$ cat src/rtl/cua_pkg.sv
// Shared types and codes for the contiguous unit allocator.
package cua_pkg;

  typedef enum logic [1:0] {
    MODE_ALLOC   = 2'd0,
    MODE_COMPACT = 2'd1,
    MODE_LOAD    = 2'd2,
    MODE_START   = 2'd3
  } mode_t;

  typedef enum logic [1:0] {
    POL_FIRST = 2'd0,
    POL_NEXT  = 2'd1,
    POL_BEST  = 2'd2,
    POL_WORST = 2'd3
  } policy_t;

  typedef enum logic [0:0] {
    REG_POLICY = 1'b0,
    REG_UNITS  = 1'b1
  } reg_idx_t;

  typedef enum logic [2:0] {
    ST_CLEAR,
    ST_IDLE,
    ST_DECODE,
    ST_SCAN,
    ST_SCAN2,
    ST_FILL,
    ST_CWRITE,
    ST_FINISH
  } state_t;

  // what a write sweep puts into the map
  typedef enum logic [1:0] {
    WK_CLR,
    WK_ONE,
    WK_PACK
  } wkind_t;

  localparam int CFG_DW   = 11;
  localparam int REQ_W    = 11;
  localparam int IDX_W    = 10;
  localparam int TAG_W    = 16;
  localparam int FAIL_W   = 16;
  localparam logic [FAIL_W-1:0] FAIL_MAX = 16'hFFFF;

  typedef struct packed {
    logic   accept;
    logic   scan_go;
    logic   scan_zero;
    logic   fill_go;
    logic   cw_go;
    logic   wr_run;
    wkind_t wkind;
    logic   load_wr;
    logic   ptr_scan;
    logic   count_fail;
    logic   load_out;
  } cmd_t;

  typedef struct packed {
    logic    wlast;
    logic    scan_done;
    logic    hit;
    logic    pick_ok;
    logic    req_ok;
    mode_t   mode;
    policy_t policy;
  } sts_t;

endpackage

$ cat src/rtl/cua_ram.sv
// Generic single-write, single-read RAM with registered read data.
module cua_ram #(
  parameter int WIDTH = 1,
  parameter int DEPTH = 1024
) (
  input  logic                     clk,
  input  logic                     we,
  input  logic [$clog2(DEPTH)-1:0] waddr,
  input  logic [WIDTH-1:0]         wdata,
  input  logic [$clog2(DEPTH)-1:0] raddr,
  output logic [WIDTH-1:0]         rdata
);

  logic [WIDTH-1:0] mem [DEPTH];

  always_ff @(posedge clk) begin
    if (we) begin
      mem[waddr] <= wdata;
    end
    rdata <= mem[raddr];
  end

endmodule

$ cat src/rtl/cua_ctrl.sv
// Controller state machine: sequences scans, write sweeps and result hand-off.
module cua_ctrl (
  input  logic          clk,
  input  logic          rst_n,
  input  logic          in_tvalid,
  output logic          in_tready,
  output logic          out_tvalid,
  input  logic          out_tready,
  input  cua_pkg::sts_t sts,
  output cua_pkg::cmd_t cmd
);
  import cua_pkg::*;

  state_t state_r, state_nxt;
  logic   out_valid_r, out_valid_nxt;
  logic   first_like;

  assign first_like = (sts.policy == POL_FIRST) || (sts.policy == POL_NEXT);
  assign in_tready  = (state_r == ST_IDLE);
  assign out_tvalid = out_valid_r;

  always_comb begin
    state_nxt = state_r;
    case (state_r)
      ST_CLEAR:  if (sts.wlast) state_nxt = ST_IDLE;
      ST_IDLE:   if (in_tvalid) state_nxt = ST_DECODE;
      ST_DECODE: begin
        case (sts.mode)
          MODE_ALLOC: state_nxt = sts.req_ok ? ST_SCAN : ST_FINISH;
          MODE_LOAD:  state_nxt = ST_FINISH;
          default:    state_nxt = ST_SCAN;
        endcase
      end
      ST_SCAN: begin
        case (sts.mode)
          MODE_ALLOC: begin
            if (first_like) begin
              if (sts.hit) state_nxt = ST_FILL;
              else if (sts.scan_done)
                state_nxt = (sts.policy == POL_NEXT) ? ST_SCAN2 : ST_FINISH;
            end else if (sts.scan_done) begin
              state_nxt = sts.pick_ok ? ST_FILL : ST_FINISH;
            end
          end
          MODE_COMPACT: if (sts.scan_done) state_nxt = ST_CWRITE;
          default:      if (sts.scan_done) state_nxt = ST_FINISH;
        endcase
      end
      ST_SCAN2: begin
        if (sts.hit) state_nxt = ST_FILL;
        else if (sts.scan_done) state_nxt = ST_FINISH;
      end
      ST_FILL:   if (sts.wlast) state_nxt = ST_FINISH;
      ST_CWRITE: if (sts.wlast) state_nxt = ST_FINISH;
      ST_FINISH: if (!out_valid_r || out_tready) state_nxt = ST_IDLE;
      default:   state_nxt = ST_IDLE;
    endcase
  end

  always_comb begin
    cmd = '0;
    cmd.wkind = WK_CLR;
    case (state_r)
      ST_CLEAR: begin
        cmd.wr_run = 1'b1;
        cmd.wkind  = WK_CLR;
      end
      ST_IDLE: cmd.accept = in_tvalid;
      ST_DECODE: begin
        case (sts.mode)
          MODE_ALLOC: begin
            cmd.scan_go    = sts.req_ok;
            cmd.scan_zero  = (sts.policy != POL_NEXT);
            cmd.count_fail = !sts.req_ok;
          end
          MODE_LOAD: cmd.load_wr = 1'b1;
          default: begin
            cmd.scan_go   = 1'b1;
            cmd.scan_zero = 1'b1;
          end
        endcase
      end
      ST_SCAN: begin
        case (sts.mode)
          MODE_ALLOC: begin
            if (first_like) begin
              if (sts.hit) cmd.fill_go = 1'b1;
              else if (sts.scan_done) begin
                // next fit retries once from unit 0
                cmd.scan_go    = (sts.policy == POL_NEXT);
                cmd.scan_zero  = 1'b1;
                cmd.count_fail = (sts.policy != POL_NEXT);
              end
            end else if (sts.scan_done) begin
              cmd.fill_go    = sts.pick_ok;
              cmd.count_fail = !sts.pick_ok;
            end
          end
          MODE_COMPACT: cmd.cw_go = sts.scan_done;
          default:      cmd.ptr_scan = sts.scan_done;
        endcase
      end
      ST_SCAN2: begin
        if (sts.hit) cmd.fill_go = 1'b1;
        else cmd.count_fail = sts.scan_done;
      end
      ST_FILL: begin
        cmd.wr_run = 1'b1;
        cmd.wkind  = WK_ONE;
      end
      ST_CWRITE: begin
        cmd.wr_run = 1'b1;
        cmd.wkind  = WK_PACK;
      end
      ST_FINISH: cmd.load_out = !out_valid_r || out_tready;
      default: ;
    endcase
  end

  always_comb begin
    out_valid_nxt = out_valid_r;
    if (cmd.load_out) out_valid_nxt = 1'b1;
    else if (out_tready) out_valid_nxt = 1'b0;
  end

  always_ff @(posedge clk) begin
    if (!rst_n) begin
      state_r     <= ST_CLEAR;
      out_valid_r <= 1'b0;
    end else begin
      state_r     <= state_nxt;
      out_valid_r <= out_valid_nxt;
    end
  end

  // an accepted word keeps the input side closed on the next cycle
  a_busy_after_accept: assert property (@(posedge clk) disable iff (!rst_n)
    (in_tvalid && in_tready) |=> !in_tready)
    else $error("input accepted twice in a row");

  // a finished result never overwrites one still waiting
  a_no_overwrite: assert property (@(posedge clk) disable iff (!rst_n)
    (out_tvalid && !out_tready) |-> !cmd.load_out)
    else $error("result overwritten while stalled");

endmodule

$ cat src/rtl/cua_dp.sv
// Datapath: unit map, scan engine, write sweeps, pointer, counters, result word.
module cua_dp #(
  parameter int UNITS = 1024
) (
  input  logic                          clk,
  input  logic                          rst_n,
  input  cua_pkg::cmd_t                 cmd,
  output cua_pkg::sts_t                 sts,
  input  logic                          cfg_we,
  input  logic                          cfg_addr,
  input  logic [cua_pkg::CFG_DW-1:0]    cfg_wdata,
  input  logic [1:0]                    in_mode,
  input  logic [cua_pkg::REQ_W-1:0]     in_req,
  input  logic [cua_pkg::IDX_W-1:0]     in_idx,
  input  logic                          in_full,
  input  logic [cua_pkg::TAG_W-1:0]     in_tag,
  output logic                          res_ok,
  output logic [cua_pkg::IDX_W-1:0]     res_start,
  output logic [cua_pkg::TAG_W-1:0]     res_tag,
  output logic [cua_pkg::FAIL_W-1:0]    res_fail
);
  import cua_pkg::*;

  localparam int IW = $clog2(UNITS);
  localparam int CW = $clog2(UNITS + 1);
  localparam int WW = (CW > REQ_W) ? CW : REQ_W;

  // configuration
  policy_t             policy_r;
  logic [CFG_DW-1:0]   uiu_r;
  // latched item
  mode_t               mode_r;
  logic [REQ_W-1:0]    reqin_r;
  logic [IDX_W-1:0]    idx_r;
  logic                full_r;
  logic [TAG_W-1:0]    tag_r;
  logic [CW-1:0]       req_r;
  // scan engine
  logic                act_r, pv_r, hit_r, first_v_r, pick_v_r;
  logic [CW-1:0]       iss_r, run_r, pick_len_r, fcnt_r;
  logic [IW-1:0]       pos_r, rst_r, first_r, pick_r, hit_at_r;
  // write sweep
  logic [CW-1:0]       wp_r, left_r;
  // allocation state
  logic [IW-1:0]       at_r;
  logic                granted_r;
  logic [CW-1:0]       resume_r;
  logic [FAIL_W-1:0]   fail_r;

  logic [WW-1:0]       uiu_w, n_w, req_w, idx_w;
  logic [CW-1:0]       n_r;
  logic                issue, rbit, empty, last, ev, take, ff_en, ffhit, upd, idx_ok;
  logic [CW-1:0]       nrun, ev_len;
  logic [IW-1:0]       nst, ev_st, at_sel;
  logic                wr_en, wr_data;
  logic [IW-1:0]       wr_addr;

  // managed size, clamped to 1..UNITS
  assign uiu_w = WW'(uiu_r);
  assign n_w   = (uiu_w == '0) ? WW'(1) : ((uiu_w > WW'(UNITS)) ? WW'(UNITS) : uiu_w);
  assign n_r   = CW'(n_w);
  assign req_w = WW'(reqin_r);
  assign idx_w = WW'(idx_r);
  assign idx_ok = idx_w < WW'(UNITS);

  assign sts.req_ok    = (req_w != '0) && (req_w <= n_w);
  assign sts.mode      = mode_r;
  assign sts.policy    = policy_r;
  assign sts.hit       = hit_r;
  assign sts.pick_ok   = pick_v_r;
  assign sts.wlast     = (left_r == CW'(1));
  assign sts.scan_done = act_r && !pv_r && !(iss_r < n_r);

  // scan: issue one read per cycle, process each bit once its registered read data returns
  assign issue = act_r && (iss_r < n_r);
  assign empty = !rbit;
  assign nrun  = run_r + CW'(1);
  assign nst   = (run_r == '0) ? pos_r : rst_r;
  assign last  = (CW'(pos_r) == (n_r - CW'(1)));
  assign ff_en = (mode_r == MODE_ALLOC) &&
                 ((policy_r == POL_FIRST) || (policy_r == POL_NEXT));
  assign upd   = pv_r && !hit_r;
  assign ffhit = upd && ff_en && empty && (nrun == req_r);

  // end of a maximal empty run
  always_comb begin
    ev     = 1'b0;
    ev_len = run_r;
    ev_st  = rst_r;
    if (upd && !empty && (run_r != '0)) begin
      ev = 1'b1;
    end else if (upd && empty && last) begin
      ev     = 1'b1;
      ev_len = nrun;
      ev_st  = nst;
    end
  end

  assign take = ev && (ev_len >= req_r) &&
                (!pick_v_r || ((policy_r == POL_BEST) ? (ev_len < pick_len_r)
                                                      : (ev_len > pick_len_r)));

  assign at_sel = ((policy_r == POL_BEST) || (policy_r == POL_WORST)) ? pick_r : hit_at_r;

  // write port
  always_comb begin
    wr_en   = 1'b0;
    wr_addr = wp_r[IW-1:0];
    wr_data = 1'b0;
    if (cmd.wr_run) begin
      wr_en = 1'b1;
      case (cmd.wkind)
        WK_ONE:  wr_data = 1'b1;
        WK_PACK: wr_data = (wp_r < fcnt_r);
        default: wr_data = 1'b0;
      endcase
    end else if (cmd.load_wr && idx_ok) begin
      wr_en   = 1'b1;
      wr_addr = idx_w[IW-1:0];
      wr_data = full_r;
    end
  end

  cua_ram #(.WIDTH(1), .DEPTH(UNITS)) u_map (
    .clk   (clk),
    .we    (wr_en),
    .waddr (wr_addr),
    .wdata (wr_data),
    .raddr (iss_r[IW-1:0]),
    .rdata (rbit)
  );

  // configuration registers
  always_ff @(posedge clk) begin
    if (!rst_n) begin
      policy_r <= POL_FIRST;
      uiu_r    <= CFG_DW'(1024);
    end else if (cfg_we) begin
      case (cfg_addr)
        REG_POLICY: policy_r <= policy_t'(cfg_wdata[1:0]);
        REG_UNITS:  uiu_r    <= cfg_wdata;
        default: ;
      endcase
    end
  end

  // item latch
  always_ff @(posedge clk) begin
    if (cmd.accept) begin
      mode_r  <= mode_t'(in_mode);
      reqin_r <= in_req;
      idx_r   <= in_idx;
      full_r  <= in_full;
      tag_r   <= in_tag;
    end
    if (cmd.scan_go) begin
      req_r <= CW'(req_w);
    end
  end

  // scan engine
  always_ff @(posedge clk) begin
    if (!rst_n) begin
      act_r <= 1'b0;
      pv_r  <= 1'b0;
      hit_r <= 1'b0;
    end else if (cmd.scan_go) begin
      act_r <= 1'b1;
      pv_r  <= 1'b0;
      hit_r <= 1'b0;
    end else begin
      pv_r <= issue;
      if (ffhit) hit_r <= 1'b1;
    end
  end

  always_ff @(posedge clk) begin
    if (cmd.scan_go) begin
      iss_r      <= cmd.scan_zero ? '0 : resume_r;
      run_r      <= '0;
      first_v_r  <= 1'b0;
      pick_v_r   <= 1'b0;
      fcnt_r     <= '0;
    end else begin
      if (issue) iss_r <= iss_r + CW'(1);
      pos_r <= iss_r[IW-1:0];
      if (upd) begin
        if (empty) begin
          run_r <= nrun;
          rst_r <= nst;
          if (!first_v_r) begin
            first_v_r <= 1'b1;
            first_r   <= pos_r;
          end
        end else begin
          run_r  <= '0;
          fcnt_r <= fcnt_r + CW'(1);
        end
        if (take) begin
          pick_v_r   <= 1'b1;
          pick_r     <= ev_st;
          pick_len_r <= ev_len;
        end
        if (ffhit) hit_at_r <= nst;
      end
    end
  end

  // write sweep counters; reset arms the clearing pass
  always_ff @(posedge clk) begin
    if (!rst_n) begin
      wp_r   <= '0;
      left_r <= CW'(UNITS);
    end else if (cmd.fill_go) begin
      wp_r   <= CW'(at_sel);
      left_r <= req_r;
    end else if (cmd.cw_go) begin
      wp_r   <= '0;
      left_r <= n_r;
    end else if (cmd.wr_run) begin
      wp_r   <= wp_r + CW'(1);
      left_r <= left_r - CW'(1);
    end
  end

  // grant, pointer and failure count
  always_ff @(posedge clk) begin
    if (!rst_n) begin
      resume_r  <= '0;
      fail_r    <= '0;
      granted_r <= 1'b0;
    end else begin
      if (cmd.accept) granted_r <= 1'b0;
      if (cmd.fill_go) begin
        granted_r <= 1'b1;
        if (policy_r == POL_NEXT) resume_r <= CW'(at_sel) + req_r;
      end
      if (cmd.cw_go) resume_r <= (fcnt_r < n_r) ? fcnt_r : '0;
      if (cmd.ptr_scan) begin
        if (run_r != '0) resume_r <= CW'(rst_r);
        else if (first_v_r) resume_r <= CW'(first_r);
        else resume_r <= '0;
      end
      if (cmd.count_fail && (fail_r != FAIL_MAX)) fail_r <= fail_r + FAIL_W'(1);
    end
  end

  always_ff @(posedge clk) begin
    if (cmd.fill_go) at_r <= at_sel;
  end

  // result word
  always_ff @(posedge clk) begin
    if (cmd.load_out) begin
      res_ok    <= (mode_r != MODE_ALLOC) || granted_r;
      res_start <= granted_r && (mode_r == MODE_ALLOC) ? IDX_W'(at_r) : '0;
      res_tag   <= tag_r;
      res_fail  <= fail_r;
    end
  end

  // failure count only grows between resets
  a_fail_mono: assert property (@(posedge clk) disable iff (!rst_n)
    $past(rst_n) |-> fail_r >= $past(fail_r))
    else $error("failure count went down");

  // a granted run stays inside the managed units
  a_fill_range: assert property (@(posedge clk) disable iff (!rst_n)
    (cmd.wr_run && (cmd.wkind == WK_ONE)) |-> (wp_r < n_r))
    else $error("fill beyond managed units");

  // a first-fit or next-fit hit stops further run tracking
  a_hit_holds: assert property (@(posedge clk) disable iff (!rst_n)
    (hit_r && !cmd.scan_go) |=> hit_r)
    else $error("hit dropped during scan");

endmodule

$ cat src/rtl/contiguous_unit_allocator_top.sv
// Top level of the contiguous unit allocator.
//
//   channel  | ports                         | word
//   ---------+-------------------------------+-------------------------------------
//   input    | in_tvalid/in_tready           | tuser mode, tdata request/unit/tag
//   result   | out_tvalid/out_tready         | tdata success/start/tag/failures
//   config   | cfg_we/cfg_addr/cfg_wdata     | 0 policy, 1 units_in_use
//
// Next fit may retry its scan once from unit 0 when the first pass fails. The scan
// reads one map bit per cycle from the single read port of the unit map RAM.
// After reset a clearing pass writes all UNITS map entries, one per cycle,
// before the first word is taken; config writes are taken throughout.
// A stalled result holds in the output register; a next word may be taken, but its result waits for it.
module contiguous_unit_allocator_top #(
  parameter int UNITS = 1024
) (
  input  logic        clk,
  input  logic        rst_n,
  input  logic        in_tvalid,
  output logic        in_tready,
  input  logic [1:0]  in_tuser,   // mode
  input  logic [39:0] in_tdata,   // request_units, unit_index, unit_full, line_tag, pad
  output logic        out_tvalid,
  input  logic        out_tready,
  output logic [47:0] out_tdata,  // success, start_unit, tag_out, failures, pad
  input  logic        cfg_we,
  input  logic        cfg_addr,
  input  logic [10:0] cfg_wdata
);
  import cua_pkg::*;

  cmd_t              cmd;
  sts_t              sts;
  logic              res_ok;
  logic [IDX_W-1:0]  res_start;
  logic [TAG_W-1:0]  res_tag;
  logic [FAIL_W-1:0] res_fail;

  cua_ctrl u_ctrl (
    .clk        (clk),
    .rst_n      (rst_n),
    .in_tvalid  (in_tvalid),
    .in_tready  (in_tready),
    .out_tvalid (out_tvalid),
    .out_tready (out_tready),
    .sts        (sts),
    .cmd        (cmd)
  );

  cua_dp #(.UNITS(UNITS)) u_dp (
    .clk       (clk),
    .rst_n     (rst_n),
    .cmd       (cmd),
    .sts       (sts),
    .cfg_we    (cfg_we),
    .cfg_addr  (cfg_addr),
    .cfg_wdata (cfg_wdata),
    .in_mode   (in_tuser),
    .in_req    (in_tdata[10:0]),
    .in_idx    (in_tdata[20:11]),
    .in_full   (in_tdata[21]),
    .in_tag    (in_tdata[37:22]),
    .res_ok    (res_ok),
    .res_start (res_start),
    .res_tag   (res_tag),
    .res_fail  (res_fail)
  );

  assign out_tdata = {5'b0, res_fail, res_tag, res_start, res_ok};

endmodule
$ cat config.mk
export PLATFORM = sky130hd
export DESIGN_NAME = contiguous_unit_allocator_top
export DESIGN_NICKNAME = d
export VERILOG_FILES = /design/src/rtl/cua_pkg.sv /design/src/rtl/cua_ram.sv /design/src/rtl/cua_ctrl.sv /design/src/rtl/cua_dp.sv /design/src/rtl/contiguous_unit_allocator_top.sv
export SDC_FILE = /design/constraint.sdc
export NUM_CORES = 2
export LEC_CHECK = 0
export ABC_AREA = 1
export CORE_ASPECT_RATIO = 1.75
export CORE_MARGIN = 5
export CORE_UTILIZATION = 30
export CTS_CLUSTER_DIAMETER = 150
export DETAILED_ROUTE_END_ITERATION = 12
export DONT_BUFFER_PORTS = 1
export GPL_ROUTABILITY_DRIVEN = 0
export GPL_TIMING_DRIVEN = 1
export HOLD_SLACK_MARGIN = 0.1
export PLACE_DENSITY = 0.43
export SLEW_MARGIN = 15
export SYNTH_ARGS = -nofsm -noshare
export SYNTH_HDL_FRONTEND = slang
export SYNTH_SLANG_ARGS = --single-unit
$ cat constraint.sdc
create_clock -name clk -period 72.3 [get_ports clk]
set_clock_uncertainty 0.2 [all_clocks]
set_input_delay 3.615 -clock clk [delete_from_list [all_inputs] [get_ports clk]]
set_output_delay 3.615 -clock clk [all_outputs]
set_load 0.01 [all_outputs]
==> impl_results.md <==
* Final Cycle Share at 9.44%
* Hold worst-path end: u_dp.res_tag[6]
* Placed Instances at 8464
* Worst Path Arrival at 7000 ps
* Overall die area at 209000 um^2
* Layout overhead on the synthesized area at 10.7%
* CP required at 72480 ps
* Via count of the first global-routing pass at 44.2k
* Hold Startpoint: u_dp.tag_r[6]
* Final WL at 212000 um
* Clk slew on worst S/H paths at 60 ps
* Combinational family with the most area after synthesis: simple AND/OR/NAND/NOR gates
* Count of maximum capacitance violations at 0
* Core area at 199000 um^2
* Final-report max-slew violation count at 0
* Buf/Inv on CP at 3
* # DRC at 0
* Largest stage delay on the critical path at 830 ps
* Worst rel slew slack at 20.8%
* Detailed-route via count at 44.8k
* Clock Tree Root: sky130_fd_sc_hd__clkbuf_16
* Category of the most critical setup path: register to register
* Startpoint type of the worst setup path: register
* Yosys top cell by area: sky130_fd_sc_hd__edfxtp_1
* Destination of the worst register-to-register timing path: u_dp.pick_r[1]
* Most area-consuming cells after synthesis: sky130_fd_sc_hd__edfxtp_1 60%, sky130_fd_sc_hd__nor2_1 11%, sky130_fd_sc_hd__nand2_1 5.2%
* Setup repair after global routing missed its margin: no
* Total number of yosys warnings at 0
* Most common cell on crit path: sky130_fd_sc_hd__nand2_1
* Synthesized-area fraction occupied by ao, oa, aoi and oai cells at 9.56%
* Capturing element type of the critical path: register
* Synth top cells by count: 1785 x sky130_fd_sc_hd__nor2_1, 1200 x sky130_fd_sc_hd__edfxtp_1, 827 x sky130_fd_sc_hd__nand2_1, 615 x sky130_fd_sc_hd__o21ai_0, 325 x sky130_fd_sc_hd__clkbuf_1
* Violation count after the first detailed-route iteration at 3708
* Simple-gate share of the synthesized area at 19.9%
* Cell leakage power at 21.0 nW
* Average cell area after synthesis at 9.70 um^2
* DR vias/cell at 5.15
* Outcome: finished clean
* Initial antenna violation count at 4
* Routed wirelength normalized by instance count at 24.4 um
* Sinks on Clock Net at 1295
* Remaining antenna violation count after routing at 0
* Deepest clock path buffer count at 3
* Summed instance area of the synthesized netlist at 60000 um^2
* Number of post-CTS setup repair buffers at 0
* Kind of cell with the highest combined delay on the critical path: simple AND/OR/NAND/NOR gates
* Largest net degree at the start of global routing at 268
* Buffers added on ports at 0
* Multiplexer fraction of the synthesized cell area at 0%
* Die outline width at 348 um
* Number of synthesized flops with an enable pin at 1200
* Slowest cell on crit path: sky130_fd_sc_hd__o21ai_0
* Die Ht at 602 um
* Unique masters post-synth at 51
* Fmax at 147 MHz
* Xor and xnor area share after synthesis at 0.920%
* Fraction of final layout cells sized beyond drive strength 1 at 6.16%
* Filler cell count at 20.5k
* Remaining global-route overflow at 0
* First-pass GRT wire length at 306000 um
* Hold Path Depth at 0
* Critical R2R Launch: u_dp.uiu_r[10]
* Clock insertion delay at the later pin of the skew report at 750 ps
* Router iterations before antenna repair at 6
* Register area share after synthesis at 63.2%
* Post-cts gate resize count at 0
* Number of endpoints with negative hold slack in the final report at 0
* Clock tree from TritonCTS: yes
* Proportion of netlist area held by the largest area contributor at 60.1%
* Final core occ at 33.3%
* GRT Util Overall at 19.6%
* Peak supply drop at 0.0200 mV
* Effective utilization at floorplan at 30.1%
* Layout Cells excl Fill at 8686
* Count of hold buffers inserted by post-cts repair at 0
* Count of nets after finishing at 6102
* Actual slew at the worst max-slew pin at 1190 ps
* Hold WC Path Type: register to register
* Min Tclk post-route at 6820 ps
* Worst R2R Path Depth at 26
* Final sum of negative setup slack at 0 ps
* Post-synthesis sequential element count at 1295
* Total number of H-tree levels at 3
* Post-DP HPWL at 121000 um
* Post-synthesis async set-or-reset flop share at 0%
* Number of clock buffers inserted by TritonCTS at 119
* Pwr Density at 26.2 nW/um^2
* Final count of negative-setup-slack endpoints at 0
* Most common cell in the synthesized netlist: sky130_fd_sc_hd__nor2_1
* Number of standard cells after synthesis at 6184
* Synth Flop Type: sky130_fd_sc_hd__edfxtp_1
* Row count at 217
* Adder-cell share of the synthesized area at 1.81%
* Minimum setup slack among reg-to-reg paths at 65480 ps
* Number of top-level design ports at 109
* CP max FO at 21
registers in the layout, indices dropped and copies added, names as in the netlist, 16 cells and up:
register        cells
u_dp.tag_r         16
u_dp.u_map.mem   1024
u_dp.res_fail      16
u_dp.res_tag       16
u_dp.fail_r        16
worst max path at each step:
stage                                  from            endpoint  slack [ps]  depth (start not counted)
after global routing         u_dp.uiu_r[10]  u_dp.pick_len_r[3]       65110                         26
after CTS                    u_dp.uiu_r[10]  u_dp.pick_len_r[3]       65540                         26
after global placement       u_dp.uiu_r[10]      u_dp.pick_r[1]       65570                         26
after floorplan           u_ctrl.state_r[0]   u_dp.u_map.mem[0]       20790                          7
after detailed placement     u_dp.uiu_r[10]      u_dp.pick_r[1]       65610                         26
final                        u_dp.uiu_r[10]      u_dp.pick_r[1]       65480                         26
logic make-up after synthesis:
logic type,count (synthesis)
AND/OR/NAND/NOR,3012
flip-flops,1295
AO/OA/AOI/OAI,1026
buffers and inverters,701
adder cells (fa/ha/maj),86
XOR/XNOR,63
other,1
metal layers:
metal / GRT usage (%) / share of wire, %
met2: 36.4 / 52
met1: 22.1 / 38
met4: 10.2 / 6.1
met3: 1.92 / 4.0
met5: 0 / 0
through the flow:
stage | total power [W] | hold WS [ps] | worst slack [ps] | area (um^2)
floorplan | 0.00100 | 200 | 20790 | 60000
global placement | 0.00111 | 200 | 65570 | 62500
detailed placement | 0.00111 | 205 | 65610 | 62500
CTS | 0.00176 | 221 | 65540 | 66400
global route | 0.00181 | 226 | 65110 | 66400
finish | 0.00174 | 219 | 65480 | 66400
power by group:
part           total [W]  internal [W]  leakage (nW)  switching (W)
combinational   0.000257     0.0000524          8.38       0.000205
sequential      0.000839      0.000824          10.7      0.0000150
clock           0.000645      0.000347          1.87       0.000298
layout by cell type, fill, tap and decap left out, types with 51 or more instances in the layout:
cell                        count
sky130_fd_sc_hd__buf_4        101
sky130_fd_sc_hd__a21oi_1      136
sky130_fd_sc_hd__inv_1        223
sky130_fd_sc_hd__o21ai_0      615
sky130_fd_sc_hd__edfxtp_1    1200
sky130_fd_sc_hd__nor2_1      1783
sky130_fd_sc_hd__nand2_1      803
sky130_fd_sc_hd__nand3_1      255
sky130_fd_sc_hd__clkbuf_16    120
sky130_fd_sc_hd__o22ai_1      123
sky130_fd_sc_hd__ha_1          85
sky130_fd_sc_hd__o211ai_1      64
sky130_fd_sc_hd__xor2_1        51
sky130_fd_sc_hd__dfxtp_1       95
final cells by class:
type	count	area, um^2	area share [%]
Sequential cell	1295	37900	57.1
Multi-Input combinational cell	4192	19600	29.5
Tap cell	2628	3290	4.95
Clock buffer	152	3170	4.78
Inverter	246	943	1.42
Timing Repair Buffer	103	798	1.20
Clock inverter	69	672	1.01
Antenna cell	1	2.50	0.00377
(Power assumes the default switching activity.)
